[config.mk]
export PLATFORM = sky130hd
export DESIGN_NAME = rotated_ellipse_point_generator_unit
export DESIGN_NICKNAME = d
export VERILOG_FILES = /design/src/sv/repg_pkg.sv /design/src/sv/repg_cordic.sv /design/src/sv/rotated_ellipse_point_generator_unit.sv
export SDC_FILE = /design/constraint.sdc
export NUM_CORES = 2
export LEC_CHECK = 0
export BUFFER_PORTS_ARGS = -buffer_cell sky130_fd_sc_hd__buf_2
export CORE_MARGIN = 2
export CORE_UTILIZATION = 62
export DETAILED_ROUTE_END_ITERATION = 6
export MAX_ROUTING_LAYER = met4
export PLACE_DENSITY = 0.86
export SLEW_MARGIN = 10
export SYNTH_ARGS = -nofsm -noshare
export SYNTH_HDL_FRONTEND = slang
export SYNTH_HIERARCHICAL = 1
export SYNTH_SLANG_ARGS = --single-unit
[constraint.sdc]
create_clock -name clk -period 11.6 [get_ports clk]
set_input_delay 1.16 -clock clk [delete_from_list [all_inputs] [get_ports clk]]
set_output_delay 1.16 -clock clk [all_outputs]
set_load 0.005 [all_outputs]
[src/sv/repg_pkg.sv]
// ----------------------------------------------------------------------------
// repg_pkg: shared definitions for the rotated ellipse point generator
// Register indexes, CORDIC constants, arctangent table and the status word
// passed from the rotator to the sequencer.
// ----------------------------------------------------------------------------
`default_nettype none

package repg_pkg;

    // configuration port widths
    localparam int CFG_INDEX_W = 3;
    localparam int CFG_DATA_W  = 16;

    // fixed field widths
    localparam int INDEX_W = 16;
    localparam int PIXEL_W = 12;
    localparam int COUNT_W = 16;
    localparam int TRIG_W  = 16;

    // register indexes
    typedef enum logic [CFG_INDEX_W-1:0] {
        CFG_CENTER_X     = 3'd0,
        CFG_CENTER_Y     = 3'd1,
        CFG_SEMI_AXIS_A  = 3'd2,
        CFG_SEMI_AXIS_B  = 3'd3,
        CFG_ORIENTATION  = 3'd4,
        CFG_N_POINTS     = 3'd5,
        CFG_IMAGE_WIDTH  = 3'd6,
        CFG_IMAGE_HEIGHT = 3'd7
    } cfg_index_t;

    // cordic gain in q2.30, start value of x
    localparam logic signed [32:0] CORDIC_GAIN = 33'sd652032874;
    localparam int ATAN_ENTRIES = 24;

    // rotator status word
    typedef struct packed {
        logic               busy;
        logic               done;
        logic signed [15:0] sin_val;
        logic signed [15:0] cos_val;
    } repg_trig_t;

    // arctangent of 2^-k as a 32-bit fraction of a turn
    function automatic logic [31:0] repg_atan(input logic [4:0] k);
        logic [31:0] a;
        case (k)
            5'd0:    a = 32'h20000000;
            5'd1:    a = 32'h12E4051D;
            5'd2:    a = 32'h09FB385B;
            5'd3:    a = 32'h051111D4;
            5'd4:    a = 32'h028B0D43;
            5'd5:    a = 32'h0145D7E1;
            5'd6:    a = 32'h00A2F61E;
            5'd7:    a = 32'h00517C55;
            5'd8:    a = 32'h0028BE53;
            5'd9:    a = 32'h00145F2F;
            5'd10:   a = 32'h000A2F98;
            5'd11:   a = 32'h000517CC;
            5'd12:   a = 32'h00028BE6;
            5'd13:   a = 32'h000145F3;
            5'd14:   a = 32'h0000A2FA;
            5'd15:   a = 32'h0000517D;
            5'd16:   a = 32'h000028BE;
            5'd17:   a = 32'h0000145F;
            5'd18:   a = 32'h00000A30;
            5'd19:   a = 32'h00000518;
            5'd20:   a = 32'h0000028C;
            5'd21:   a = 32'h00000146;
            5'd22:   a = 32'h000000A3;
            5'd23:   a = 32'h00000051;
            default: a = 32'h00000000;
        endcase
        return a;
    endfunction

endpackage

`default_nettype wire

[src/sv/repg_cordic.sv]
// ----------------------------------------------------------------------------
// repg_cordic: iterative sine and cosine rotator
// One shift-add rotation per cycle on a q2.30 vector; the angle is a 32-bit
// fraction of a turn. Results are rounded and saturated to q1.15.
// ----------------------------------------------------------------------------
`default_nettype none

module repg_cordic #(
    parameter int ITERATIONS = 16
) (
    input  wire                     clk,
    input  wire                     rst_n,
    input  wire                     start,
    input  wire [31:0]              turn,
    output repg_pkg::repg_trig_t    trig
);
    import repg_pkg::*;

    localparam int KBW = $clog2(ITERATIONS);

    logic                busy_reg;
    logic                done_reg;
    logic                flip_reg;
    logic [KBW-1:0]      k_reg;
    logic signed [32:0]  x_reg;
    logic signed [32:0]  y_reg;
    logic signed [33:0]  z_reg;

    logic                flip_in;
    logic [31:0]         turn_red;
    logic signed [32:0]  x_shift;
    logic signed [32:0]  y_shift;
    logic signed [33:0]  atan_k;
    logic signed [32:0]  x_fin;
    logic signed [32:0]  y_fin;

    // round to q1.15 and saturate
    function automatic logic signed [15:0] to_q15(input logic signed [32:0] v);
        logic signed [33:0] t;
        logic signed [18:0] r;
        logic signed [15:0] q;
        t = $signed({v[32], v}) + 34'sd16384;
        r = t[33:15];
        if (r > 19'sd32767)
            q = 16'sh7FFF;
        else if (r < -19'sd32768)
            q = 16'sh8000;
        else
            q = r[15:0];
        return q;
    endfunction

    // second and third quadrant fold back by half a turn
    assign flip_in  = turn[31] ^ turn[30];
    assign turn_red = {turn[31] ^ flip_in, turn[30:0]};

    // shifted operands and table angle for this step
    assign x_shift = x_reg >>> k_reg;
    assign y_shift = y_reg >>> k_reg;
    assign atan_k  = $signed({2'b00, repg_atan(5'(k_reg))});

    // rotation steps
    always_ff @(posedge clk or negedge rst_n)
    begin
        if (!rst_n)
        begin
            busy_reg <= 1'b0;
            done_reg <= 1'b0;
            k_reg    <= '0;
        end
        else
        begin
            done_reg <= 1'b0;
            if (start)
            begin
                busy_reg <= 1'b1;
                k_reg    <= '0;
            end
            else if (busy_reg)
            begin
                k_reg <= k_reg + 1'b1;
                if (k_reg == KBW'(ITERATIONS - 1))
                begin
                    busy_reg <= 1'b0;
                    done_reg <= 1'b1;
                end
            end
        end
    end

    // vector and residual angle
    always_ff @(posedge clk)
    begin
        if (start)
        begin
            x_reg    <= CORDIC_GAIN;
            y_reg    <= '0;
            z_reg    <= $signed({{2{turn_red[31]}}, turn_red});
            flip_reg <= flip_in;
        end
        else if (busy_reg)
        begin
            if (!z_reg[33])
            begin
                x_reg <= x_reg - y_shift;
                y_reg <= y_reg + x_shift;
                z_reg <= z_reg - atan_k;
            end
            else
            begin
                x_reg <= x_reg + y_shift;
                y_reg <= y_reg - x_shift;
                z_reg <= z_reg + atan_k;
            end
        end
    end

    // undo the fold and round
    assign x_fin = flip_reg ? -x_reg : x_reg;
    assign y_fin = flip_reg ? -y_reg : y_reg;

    assign trig.busy    = busy_reg;
    assign trig.done    = done_reg;
    assign trig.sin_val = to_q15(y_fin);
    assign trig.cos_val = to_q15(x_fin);

endmodule

`default_nettype wire

[src/sv/rotated_ellipse_point_generator_unit.sv]
// ----------------------------------------------------------------------------
// rotated_ellipse_point_generator_unit: points on a rotated ellipse
// Phase i/N by a restoring divider, sine and cosine by a shared CORDIC,
// rotation by one shared multiplier, then the image bounds check and the
// running outside count.
// ----------------------------------------------------------------------------
//  channel   handshake             payload
//  -------   -------------------   ------------------------------------------
//  in        in_valid / in_ready   point_index
//  out       out_valid / out_ready column, row, inside_res, outside_count
//  cfg       cfg_we                cfg_index, cfg_data
//
//  From accept to the next accept an item passes the divider at one quotient
//  bit per cycle, then the CORDIC at one rotation per cycle, which runs once
//  for the orientation and once for the phase, then six multiplies.
//  The result waits in the output register; a new word is accepted meanwhile
//  and only the final state stalls until the previous result is taken.
//  Reset clears control, the outside count and loads the register defaults.
// ----------------------------------------------------------------------------
`default_nettype none

module rotated_ellipse_point_generator_unit #(
    parameter int COORD_BITS      = 12,
    parameter int ANGLE_BITS      = 16,
    parameter int TRIG_ITERATIONS = 16
) (
    input  wire                                 clk,
    input  wire                                 rst_n,
    input  wire                                 in_valid,
    output logic                                in_ready,
    input  wire [repg_pkg::INDEX_W-1:0]         point_index,
    output logic                                out_valid,
    input  wire                                 out_ready,
    output logic [repg_pkg::PIXEL_W-1:0]        column,
    output logic [repg_pkg::PIXEL_W-1:0]        row,
    output logic                                inside_res,
    output logic [repg_pkg::COUNT_W-1:0]        outside_count,
    input  wire                                 cfg_we,
    input  wire [repg_pkg::CFG_INDEX_W-1:0]     cfg_index,
    input  wire [repg_pkg::CFG_DATA_W-1:0]      cfg_data
);
    import repg_pkg::*;

    localparam int DIV_STEPS = INDEX_W + ANGLE_BITS;
    localparam int DCW       = $clog2(DIV_STEPS);
    localparam int MW        = (COORD_BITS > 12) ? COORD_BITS : 12;
    localparam int DW        = COORD_BITS + 17;
    localparam int PRW       = DW + TRIG_W;
    localparam int AW        = PRW + 1;
    localparam int XW        = COORD_BITS + 21;
    localparam int WW        = (COORD_BITS + 1 > 13) ? COORD_BITS + 1 : 13;
    localparam int KW        = (XW > WW + 17) ? XW : WW + 17;

    typedef enum logic [5:0] {
        S_IDLE = 6'b000001,
        S_DIV  = 6'b000010,
        S_ORI  = 6'b000100,
        S_PHS  = 6'b001000,
        S_MUL  = 6'b010000,
        S_FIN  = 6'b100000
    } state_t;

    typedef enum logic [2:0] {
        M_DX = 3'd0,
        M_DY = 3'd1,
        M_XA = 3'd2,
        M_XB = 3'd3,
        M_YA = 3'd4,
        M_YB = 3'd5
    } mul_step_t;

    // configuration registers
    logic [11:0]            cx_reg;
    logic [11:0]            cy_reg;
    logic [11:0]            sa_reg;
    logic [11:0]            sb_reg;
    logic [15:0]            ori_reg;
    logic [15:0]            np_reg;
    logic [12:0]            iw_reg;
    logic [12:0]            ih_reg;

    // control
    state_t                 state_reg;
    state_t                 state_next;
    logic [DCW-1:0]         div_cnt_reg;
    mul_step_t              mstep_reg;
    logic                   out_valid_reg;
    logic [COUNT_W-1:0]     tally_reg;
    logic [COUNT_W-1:0]     tally_next;

    // datapath
    logic [INDEX_W-1:0]     idx_reg;
    logic [INDEX_W-1:0]     dvd_reg;
    logic [15:0]            rem_reg;
    logic [ANGLE_BITS-1:0]  q_reg;
    logic signed [15:0]     so_reg;
    logic signed [15:0]     co_reg;
    logic signed [15:0]     sp_reg;
    logic signed [15:0]     cp_reg;
    logic signed [DW-1:0]   dx_reg;
    logic signed [DW-1:0]   dy_reg;
    logic signed [AW-1:0]   accx_reg;
    logic signed [AW-1:0]   accy_reg;
    logic [PIXEL_W-1:0]     column_reg;
    logic [PIXEL_W-1:0]     row_reg;
    logic                   inside_reg;

    logic                   accept;
    logic                   div_last;
    logic [16:0]            rem_sh;
    logic                   rem_ge;
    logic [16:0]            rem_sub;
    logic [ANGLE_BITS-1:0]  phase;
    logic [31:0]            trig_turn;
    logic                   trig_start;
    repg_trig_t             trig;
    logic signed [DW-1:0]   op_a;
    logic signed [15:0]     op_b;
    logic signed [PRW-1:0]  prod;
    logic signed [AW-1:0]   prod_ext;
    logic [MW-1:0]          cx_ext;
    logic [MW-1:0]          cy_ext;
    logic [MW-1:0]          sa_ext;
    logic [MW-1:0]          sb_ext;
    logic [COORD_BITS-1:0]  cx_m;
    logic [COORD_BITS-1:0]  cy_m;
    logic [COORD_BITS-1:0]  sa_m;
    logic [COORD_BITS-1:0]  sb_m;
    logic signed [AW-1:0]   x_sh;
    logic signed [AW-1:0]   y_sh;
    logic [XW-1:0]          x_val;
    logic [XW-1:0]          y_val;
    logic [WW-1:0]          cmax;
    logic [WW-1:0]          iw_ext;
    logic [WW-1:0]          ih_ext;
    logic [WW-1:0]          w_lim;
    logic [WW-1:0]          h_lim;
    logic                   x_ok;
    logic                   y_ok;
    logic                   pt_inside;
    logic                   load_out;
    logic [COUNT_W-1:0]     tally_base;

    // configuration writes
    always_ff @(posedge clk or negedge rst_n)
    begin
        if (!rst_n)
        begin
            cx_reg  <= 12'd0;
            cy_reg  <= 12'd0;
            sa_reg  <= 12'd1;
            sb_reg  <= 12'd1;
            ori_reg <= 16'd0;
            np_reg  <= 16'd3;
            iw_reg  <= 13'd4096;
            ih_reg  <= 13'd4096;
        end
        else if (cfg_we)
        begin
            case (cfg_index)
                CFG_CENTER_X:     cx_reg  <= cfg_data[11:0];
                CFG_CENTER_Y:     cy_reg  <= cfg_data[11:0];
                CFG_SEMI_AXIS_A:  sa_reg  <= cfg_data[11:0];
                CFG_SEMI_AXIS_B:  sb_reg  <= cfg_data[11:0];
                CFG_ORIENTATION:  ori_reg <= cfg_data;
                CFG_N_POINTS:     np_reg  <= cfg_data;
                CFG_IMAGE_WIDTH:  iw_reg  <= cfg_data[12:0];
                CFG_IMAGE_HEIGHT: ih_reg  <= cfg_data[12:0];
                default:          ;
            endcase
        end
    end

    // coordinates and axes masked to the coordinate width
    assign cx_ext = MW'(cx_reg);
    assign cy_ext = MW'(cy_reg);
    assign sa_ext = MW'(sa_reg);
    assign sb_ext = MW'(sb_reg);
    assign cx_m   = cx_ext[COORD_BITS-1:0];
    assign cy_m   = cy_ext[COORD_BITS-1:0];
    assign sa_m   = sa_ext[COORD_BITS-1:0];
    assign sb_m   = sb_ext[COORD_BITS-1:0];

    // handshake
    assign in_ready = (state_reg == S_IDLE);
    assign accept   = in_valid && in_ready;
    assign load_out = (state_reg == S_FIN) && (!out_valid_reg || out_ready);

    // restoring divider step, index bits first, then zeros
    assign div_last = (div_cnt_reg == DCW'(DIV_STEPS - 1));
    assign rem_sh   = {rem_reg, dvd_reg[INDEX_W-1]};
    assign rem_ge   = (rem_sh >= {1'b0, np_reg});
    assign rem_sub  = rem_sh - {1'b0, np_reg};
    assign phase    = (np_reg == 16'd0) ? '0 : q_reg;

    // rotator angle: orientation first, then the phase
    assign trig_turn  = (state_reg == S_DIV) ? {ori_reg, 16'h0000}
                                             : (32'(phase) << (32 - ANGLE_BITS));
    assign trig_start = ((state_reg == S_DIV) && div_last)
                     || ((state_reg == S_ORI) && trig.done);

    repg_cordic #(
        .ITERATIONS (TRIG_ITERATIONS)
    ) u_cordic (
        .clk   (clk),
        .rst_n (rst_n),
        .start (trig_start),
        .turn  (trig_turn),
        .trig  (trig)
    );

    // shared multiplier operand select
    always_comb
    begin
        case (mstep_reg)
            M_DX:
            begin
                op_a = $signed(DW'(sa_m));
                op_b = cp_reg;
            end
            M_DY:
            begin
                op_a = $signed(DW'(sb_m));
                op_b = sp_reg;
            end
            M_XA:
            begin
                op_a = dx_reg;
                op_b = co_reg;
            end
            M_XB:
            begin
                op_a = dy_reg;
                op_b = so_reg;
            end
            M_YA:
            begin
                op_a = dx_reg;
                op_b = so_reg;
            end
            M_YB:
            begin
                op_a = dy_reg;
                op_b = co_reg;
            end
            default:
            begin
                op_a = '0;
                op_b = '0;
            end
        endcase
    end

    assign prod     = op_a * op_b;
    assign prod_ext = $signed({prod[PRW-1], prod});

    // floor to 16 fraction bits and add the centre
    assign x_sh  = accx_reg >>> 14;
    assign y_sh  = accy_reg >>> 14;
    assign x_val = x_sh[XW-1:0] + XW'({cx_m, 16'h0000});
    assign y_val = y_sh[XW-1:0] + XW'({cy_m, 16'h0000});

    // image size clamped to the coordinate range
    assign cmax   = WW'({1'b1, {COORD_BITS{1'b0}}});
    assign iw_ext = WW'(iw_reg);
    assign ih_ext = WW'(ih_reg);
    assign w_lim  = (iw_ext > cmax) ? cmax : iw_ext;
    assign h_lim  = (ih_ext > cmax) ? cmax : ih_ext;

    // bounds check
    assign x_ok      = !x_val[XW-1] && (KW'(x_val) < KW'({w_lim, 16'h0000}));
    assign y_ok      = !y_val[XW-1] && (KW'(y_val) < KW'({h_lim, 16'h0000}));
    assign pt_inside = x_ok && y_ok;

    // outside count, restarted by index zero, saturating
    always_comb
    begin
        tally_base = (idx_reg == '0) ? '0 : tally_reg;
        tally_next = tally_base;
        if (!pt_inside && (tally_base != {COUNT_W{1'b1}}))
            tally_next = tally_base + 1'b1;
    end

    // sequencer
    always_comb
    begin
        state_next = state_reg;
        case (state_reg)
            S_IDLE: if (accept) state_next = S_DIV;
            S_DIV:  if (div_last) state_next = S_ORI;
            S_ORI:  if (trig.done) state_next = S_PHS;
            S_PHS:  if (trig.done) state_next = S_MUL;
            S_MUL:  if (mstep_reg == M_YB) state_next = S_FIN;
            S_FIN:  if (load_out) state_next = S_IDLE;
            default: state_next = S_IDLE;
        endcase
    end

    // control registers
    always_ff @(posedge clk or negedge rst_n)
    begin
        if (!rst_n)
        begin
            state_reg     <= S_IDLE;
            div_cnt_reg   <= '0;
            mstep_reg     <= M_DX;
            out_valid_reg <= 1'b0;
            tally_reg     <= '0;
        end
        else
        begin
            state_reg <= state_next;
            if (accept)
                div_cnt_reg <= '0;
            else if (state_reg == S_DIV)
                div_cnt_reg <= div_cnt_reg + 1'b1;
            if (state_reg == S_MUL)
                mstep_reg <= mul_step_t'(mstep_reg + 3'd1);
            else
                mstep_reg <= M_DX;
            if (load_out)
            begin
                out_valid_reg <= 1'b1;
                tally_reg     <= tally_next;
            end
            else if (out_ready)
                out_valid_reg <= 1'b0;
        end
    end

    // datapath registers
    always_ff @(posedge clk)
    begin
        if (accept)
        begin
            idx_reg <= point_index;
            dvd_reg <= point_index;
            rem_reg <= '0;
        end
        else if (state_reg == S_DIV)
        begin
            dvd_reg <= {dvd_reg[INDEX_W-2:0], 1'b0};
            rem_reg <= rem_ge ? rem_sub[15:0] : rem_sh[15:0];
            q_reg   <= {q_reg[ANGLE_BITS-2:0], rem_ge};
        end
        if ((state_reg == S_ORI) && trig.done)
        begin
            so_reg <= trig.sin_val;
            co_reg <= trig.cos_val;
        end
        if ((state_reg == S_PHS) && trig.done)
        begin
            sp_reg <= trig.sin_val;
            cp_reg <= trig.cos_val;
        end
        if (state_reg == S_MUL)
        begin
            case (mstep_reg)
                M_DX:    dx_reg   <= prod[DW-1:0];
                M_DY:    dy_reg   <= prod[DW-1:0];
                M_XA:    accx_reg <= prod_ext;
                M_XB:    accx_reg <= accx_reg - prod_ext;
                M_YA:    accy_reg <= prod_ext;
                M_YB:    accy_reg <= accy_reg + prod_ext;
                default: ;
            endcase
        end
        if (load_out)
        begin
            inside_reg <= pt_inside;
            column_reg <= pt_inside ? x_val[16 +: PIXEL_W] : '0;
            row_reg    <= pt_inside ? (h_lim[PIXEL_W-1:0] - 1'b1 - y_val[16 +: PIXEL_W])
                                    : '0;
        end
    end

    assign out_valid     = out_valid_reg;
    assign column        = column_reg;
    assign row           = row_reg;
    assign inside_res    = inside_reg;
    assign outside_count = tally_reg;

    // rotator is idle whenever it is started
    assert property (@(posedge clk) disable iff (!rst_n)
        trig_start |-> !trig.busy)
        else $error("rotator started while busy");

    // no second word is taken right after an accept
    assert property (@(posedge clk) disable iff (!rst_n)
        accept |=> !in_ready)
        else $error("input taken twice in a row");

    // multiplies only see settled sine and cosine
    assert property (@(posedge clk) disable iff (!rst_n)
        (state_reg == S_MUL) |-> !trig.busy)
        else $error("multiply during rotation");

    // an outside point shows zero coordinates
    assert property (@(posedge clk) disable iff (!rst_n)
        (out_valid && !inside_res) |-> (column == '0 && row == '0))
        else $error("outside point with nonzero pixel");

endmodule

`default_nettype wire

# --- After elaboration in Yosys (flattened, before gate mapping) ---
# Memories as Yosys holds them, arrays and structs flattened.
# Index checks and enable logic that the tools add are counted.
# W data, S select, Z words.
op_classes:
  n_addsub: 21
  n_mul: 1
  n_lt_le_gt_ge: 9
  eq_ne: 27
  shifts: 2
  muxes: 44
  n_bitwise: 3
  n_reduce_logical: 42
op_table:
  columns: ["op", "count"]
  rows:
  - ["$pmux W46 S2", 2]
  - ["$mux W16", 10]
  - ["$mux W33", 4]
  - ["$pmux W29 S4", 1]
  - ["$mux W34", 3]
  - ["$add A33 B16 Y34 const B", 2]
  - ["$add A32 B29 Y33", 2]
  - ["$add A33 B33 Y33", 2]
  - ["$lt A33 B29 Y1", 2]
  - ["$neg A33 Y33", 2]
  - ["$sshr A33 B4 Y33", 2]
  - ["$sub A33 B33 Y33", 2]
  - ["$pmux W16 S4", 1]
  - ["$add A46 B45 Y46", 1]
  - ["$sub A46 B45 Y46", 1]
  - ["$mul A29 B16 Y45", 1]
  - ["$gt A19 B16 Y1 const B", 2]
  - ["$lt A19 B16 Y1 const B", 2]
  - ["$mux W6", 6]
  - ["$pmux W6 S6", 1]
  - ["$add A34 B33 Y34", 1]
  - ["$sub A34 B33 Y34", 1]
  - ["$logic_not A16 Y1", 2]
  - ["$mux W32", 1]
  - ["38 further kinds", 95]
word_totals:
  ff_bits: 547
  mem_bits_ro: 480
  in_bits: 40
  out_inout_bits: 43
  wordCells: 185
  memories: 1
mem_list:
  columns: ["name", "depth", "width", "read_ports", "rd_ports_with_merged_regs", "write_ports", "line_no", "rtl"]
  rows:
  - ["(no name shown)", 16, 30, 1, 0, 0, "repg_pkg.sv:47", "case (k)"]

# --- Logic depth before layout (Yosys ltp) ---
depth:
  word_depth: 8
  depth_mapped: 47
  depth_no_buf: 45

# --- Modules after synthesis ---
# Netlist, hierarchy kept.
modules_own_cells:
  columns: ["module", "instances", "cells_per_inst", "area_per_inst_um2", "seq_area_each_um2"]
  rows:
  - ["rotated_ellipse_point_generator_unit", 1, 4148, 40797.9, 12375.6]
  - ["repg_cordic", 1, 2266, 17725.8, 2522.4]

# --- Least setup slack after synthesis ---
# No wires, ideal clock.
synth_path:
  kind: "register -> register"
  from: "register mstep_reg[0]"
  to: "register accx_reg[45] (data pin)"
  setup_ns: 0.259
  t_arrival_ns: 10.307
  t_required_ns: 11.341
  slack_ns: 1.034
  stages_incl_launch_ff: 47
  synth_period_minus_slack_ns: 10.566
  path_cell_list: "dfrtp_1 inv_1 ha_1 nor2b_1 clkbuf_1 a22o_1 a221oi_1 clkbuf_1 clkbuf_1 nor2_1 fa_1 inv_1 fa_1 inv_1 fa_1 inv_1 fa_1 fa_1 (+11 left out) a221o_1 a31oi_1 xnor2_1 inv_1 ha_1 nand3_1 or4_1 nor2_1 a21boi_0 a2111oi_0 nor2_1 o31ai_1 a31oi_1 maj3_1 o2111ai_1 nor2b_1 o211ai_1 xnor2_1"
synth_via:
  elab_chain_len: 6
synth_lines:
  columns: ["element", "line_no", "rtl"]
  rows:
  - ["start, declared", "rotated_ellipse_point_generator_unit.sv:86", "mul_step_t mstep_reg;"]
  - ["start signal, assigned", "rotated_ellipse_point_generator_unit.sv:318", "mstep_reg <= mul_step_t'(mstep_reg + 3'd1);"]
  - ["$eq A3 B3 Y1 or $eq A3 B2 Y1 (tied branches)", "rotated_ellipse_point_generator_unit.sv:215, rotated_ellipse_point_generator_unit.sv:358", null]
  - ["$reduce_or A2 Y1 (no source line)", null, null]
  - ["$pmux W29 S4 or $pmux W16 S4 (tied branches)", "rotated_ellipse_point_generator_unit.sv:215", "case (mstep_reg)"]
  - ["$mul A29 B16 Y45", "rotated_ellipse_point_generator_unit.sv:254", "assign prod = op_a * op_b;"]
  - ["$sub A46 B45 Y46", "rotated_ellipse_point_generator_unit.sv:362", "M_XB: accx_reg <= accx_reg - prod_ext;"]
  - ["$pmux W46 S2 (*)", "rotated_ellipse_point_generator_unit.sv:358", "case (mstep_reg)"]
  - ["end signal, assigned", "rotated_ellipse_point_generator_unit.sv:361", "M_XA: accx_reg <= prod_ext;"]
  - ["end signal, assigned", "rotated_ellipse_point_generator_unit.sv:362", null]
  - ["end, declared", "rotated_ellipse_point_generator_unit.sv:102", "logic signed [AW-1:0] accx_reg;"]
# Mark *: on every way between the ends. The rest lies on a longest branch, timed or not.
# A chain may end at the register's enable or synchronous reset.

# --- Worst setup path after layout ---
layout_path:
  from: "register mstep_reg[1]"
  to: "register accx_reg[45] (data pin)"
# The elaborated chain is that of the path after synthesis.

==> qor.csv <==
metric;value;unit
status;finished with violations;
failing checks;design-rule violations;
hold path start;q_reg[6];
Synth Cell Area;58500;sq um
DRT Pass-1 Iters;7;
period utilization;96.0;%
PortBufs;82;
Worst Path Required;12.04;ns
H-tree levels;3;
final hold viol count;0;
die height;311;microns
IO Count;83;
Syn Inst Count;6413;
Mean Syn Cell Area;9.12;sq um
global-route wire length before repair;286;mm
DRC;25;
number of global-route vias before repair;49177;
crit path time final;11.14;ns
Core Footprint;93500;sq um
Worst R2R End;accx_reg[45];
R2R Path Start;mstep_reg[1];
Top Usage Layer GRT;met2;
GRT Total Usage;39.2;%
hold depth;0;
Antenna Nets Post-Route;0;
Max stage delay on crit path;0.58;ns
routed via count;50256;
crit-path max FO;11;
TritonCTS clock tree;done;
die area;96900;sq um
Reg2Reg Setup Slack;0.46;ns
post-layout util;67.9;%
clk_lat worst skew;0.69;ns
CTS Sinks;547;
cts bufs inserted;68;
critical path type;reg2reg;
Overflow after GRT;0;
Clock Path Buffers;3;
commonest non-fill, non-tap cell in the layout;nand2_1;
Synth Warn #;6;
DR WL/cell;24.0;microns
Crit-path slowest cell;fa_1;
Layout fillers;7443;
Hold Path Sink;q_reg[7];
Root Driver;clkbuf_16;
startpoint types;flip-flop;
nets;7354;
pin count of the biggest net entering global routing;97;
Initial Util;62.6;%
Vias/cell;6.46;
Highest Clock Rate;89.8;MHz
number of max-cap violations;0;
Synth-to-Final Area Change;8.52;%
detailed placement HPWL;143;mm
Post-Route WL;187;mm
met2 Use GR;62.6;%
Slew headroom;22.9;%
worst-case reg-to-reg path depth;46;
final setup violation count;0;
hold_buf cts;0;
GRT met3 Usage;5.59;%
share of cells above drive strength 1;11.4;%
CP dominant cell by count;fa_1;
most frequent cells in the layout;nand2_1, inv_1, nor2_1;
initial antenna violation count;1;
Detailed Route Iter0 Violations;5432;
transition time of the tightest slew-check pin;1.15;ns
Clk pin slew, worst setup/hold paths;0.07;ns
routability congestion estimate from global placement;1.03;
num rows;112;
Clock Skews;0.0550;ns
WHS;0.451;ns
DIE WIDTH;311;microns
Worst EP arrival;11.58;ns
fin. max-slew vios;0;
path type of the worst min-delay path;reg2reg;
Crit. End Element;flip-flop;
routing usage on met1;48.8;%
critical path, delay by kind of cell, from the launching register on:
kind	cells	cell delay [ns]
compound gates	12	2.32
xor+xnor	2	0.29
fa+ha+maj	10	4.15
buf+inv	10	1.41
flops	1	0.41
simple gates	12	2.26
worst max path at each step:
stage                       from           end  slack (ns)  cells after the start
floorplan           mstep_reg[0]  accx_reg[45]        1.03                     46
global placement    mstep_reg[0]  accx_reg[45]      -0.003                     41
detailed placement  mstep_reg[0]  accx_reg[45]       -0.09                     44
CTS                 mstep_reg[1]  accx_reg[45]        0.03                     45
global route        mstep_reg[1]  accx_reg[45]       -0.02                     46
finish              mstep_reg[1]  accx_reg[45]        0.46                     46
per-stage QoR:
step	TNS, ns	instances	setup slack (ns)	area, sq um
floorplan	0	6428	1.03	58600
global placement	-0.00294	7644	-0.00294	60900
detailed placement	-0.121	7644	-0.0869	60900
CTS	0	7769	0.0293	63200
global route	-0.0213	7781	-0.0213	63500
finish	0	7783	0.462	63500
per-layer routing:
layer | vias to the layer above | wire length, microns
li1 | 22460 | -
met1 | 24664 | 71300
met2 | 2575 | 88900
met3 | 557 | 15600
met4 | 0 | 11500
met5 | - | 0
repair_timing:
item | CTS | global route
gates resized for setup | 2 | 55
gates cloned | 0 | 1
buffers inserted | 0 | 10
endpoints found under the setup margin | 2 | 8
pin swaps | 0 | 14
layout make-up:
class                      count  area [sq um]  area share (%)
multi-input combinational   4897         40100            63.2
clock inverter                45           520           0.820
clock buffer                  80          1790            2.82
antenna                        3          7.51          0.0118
timing repair buffer         287          2060            3.25
sequential                   547         14900            23.5
inverter                     670          2510            3.96
tap                         1254          1570            2.47
Power is not shown: default switching activity piles up to over one toggle a cycle in this logic, so the estimate is an artifact.
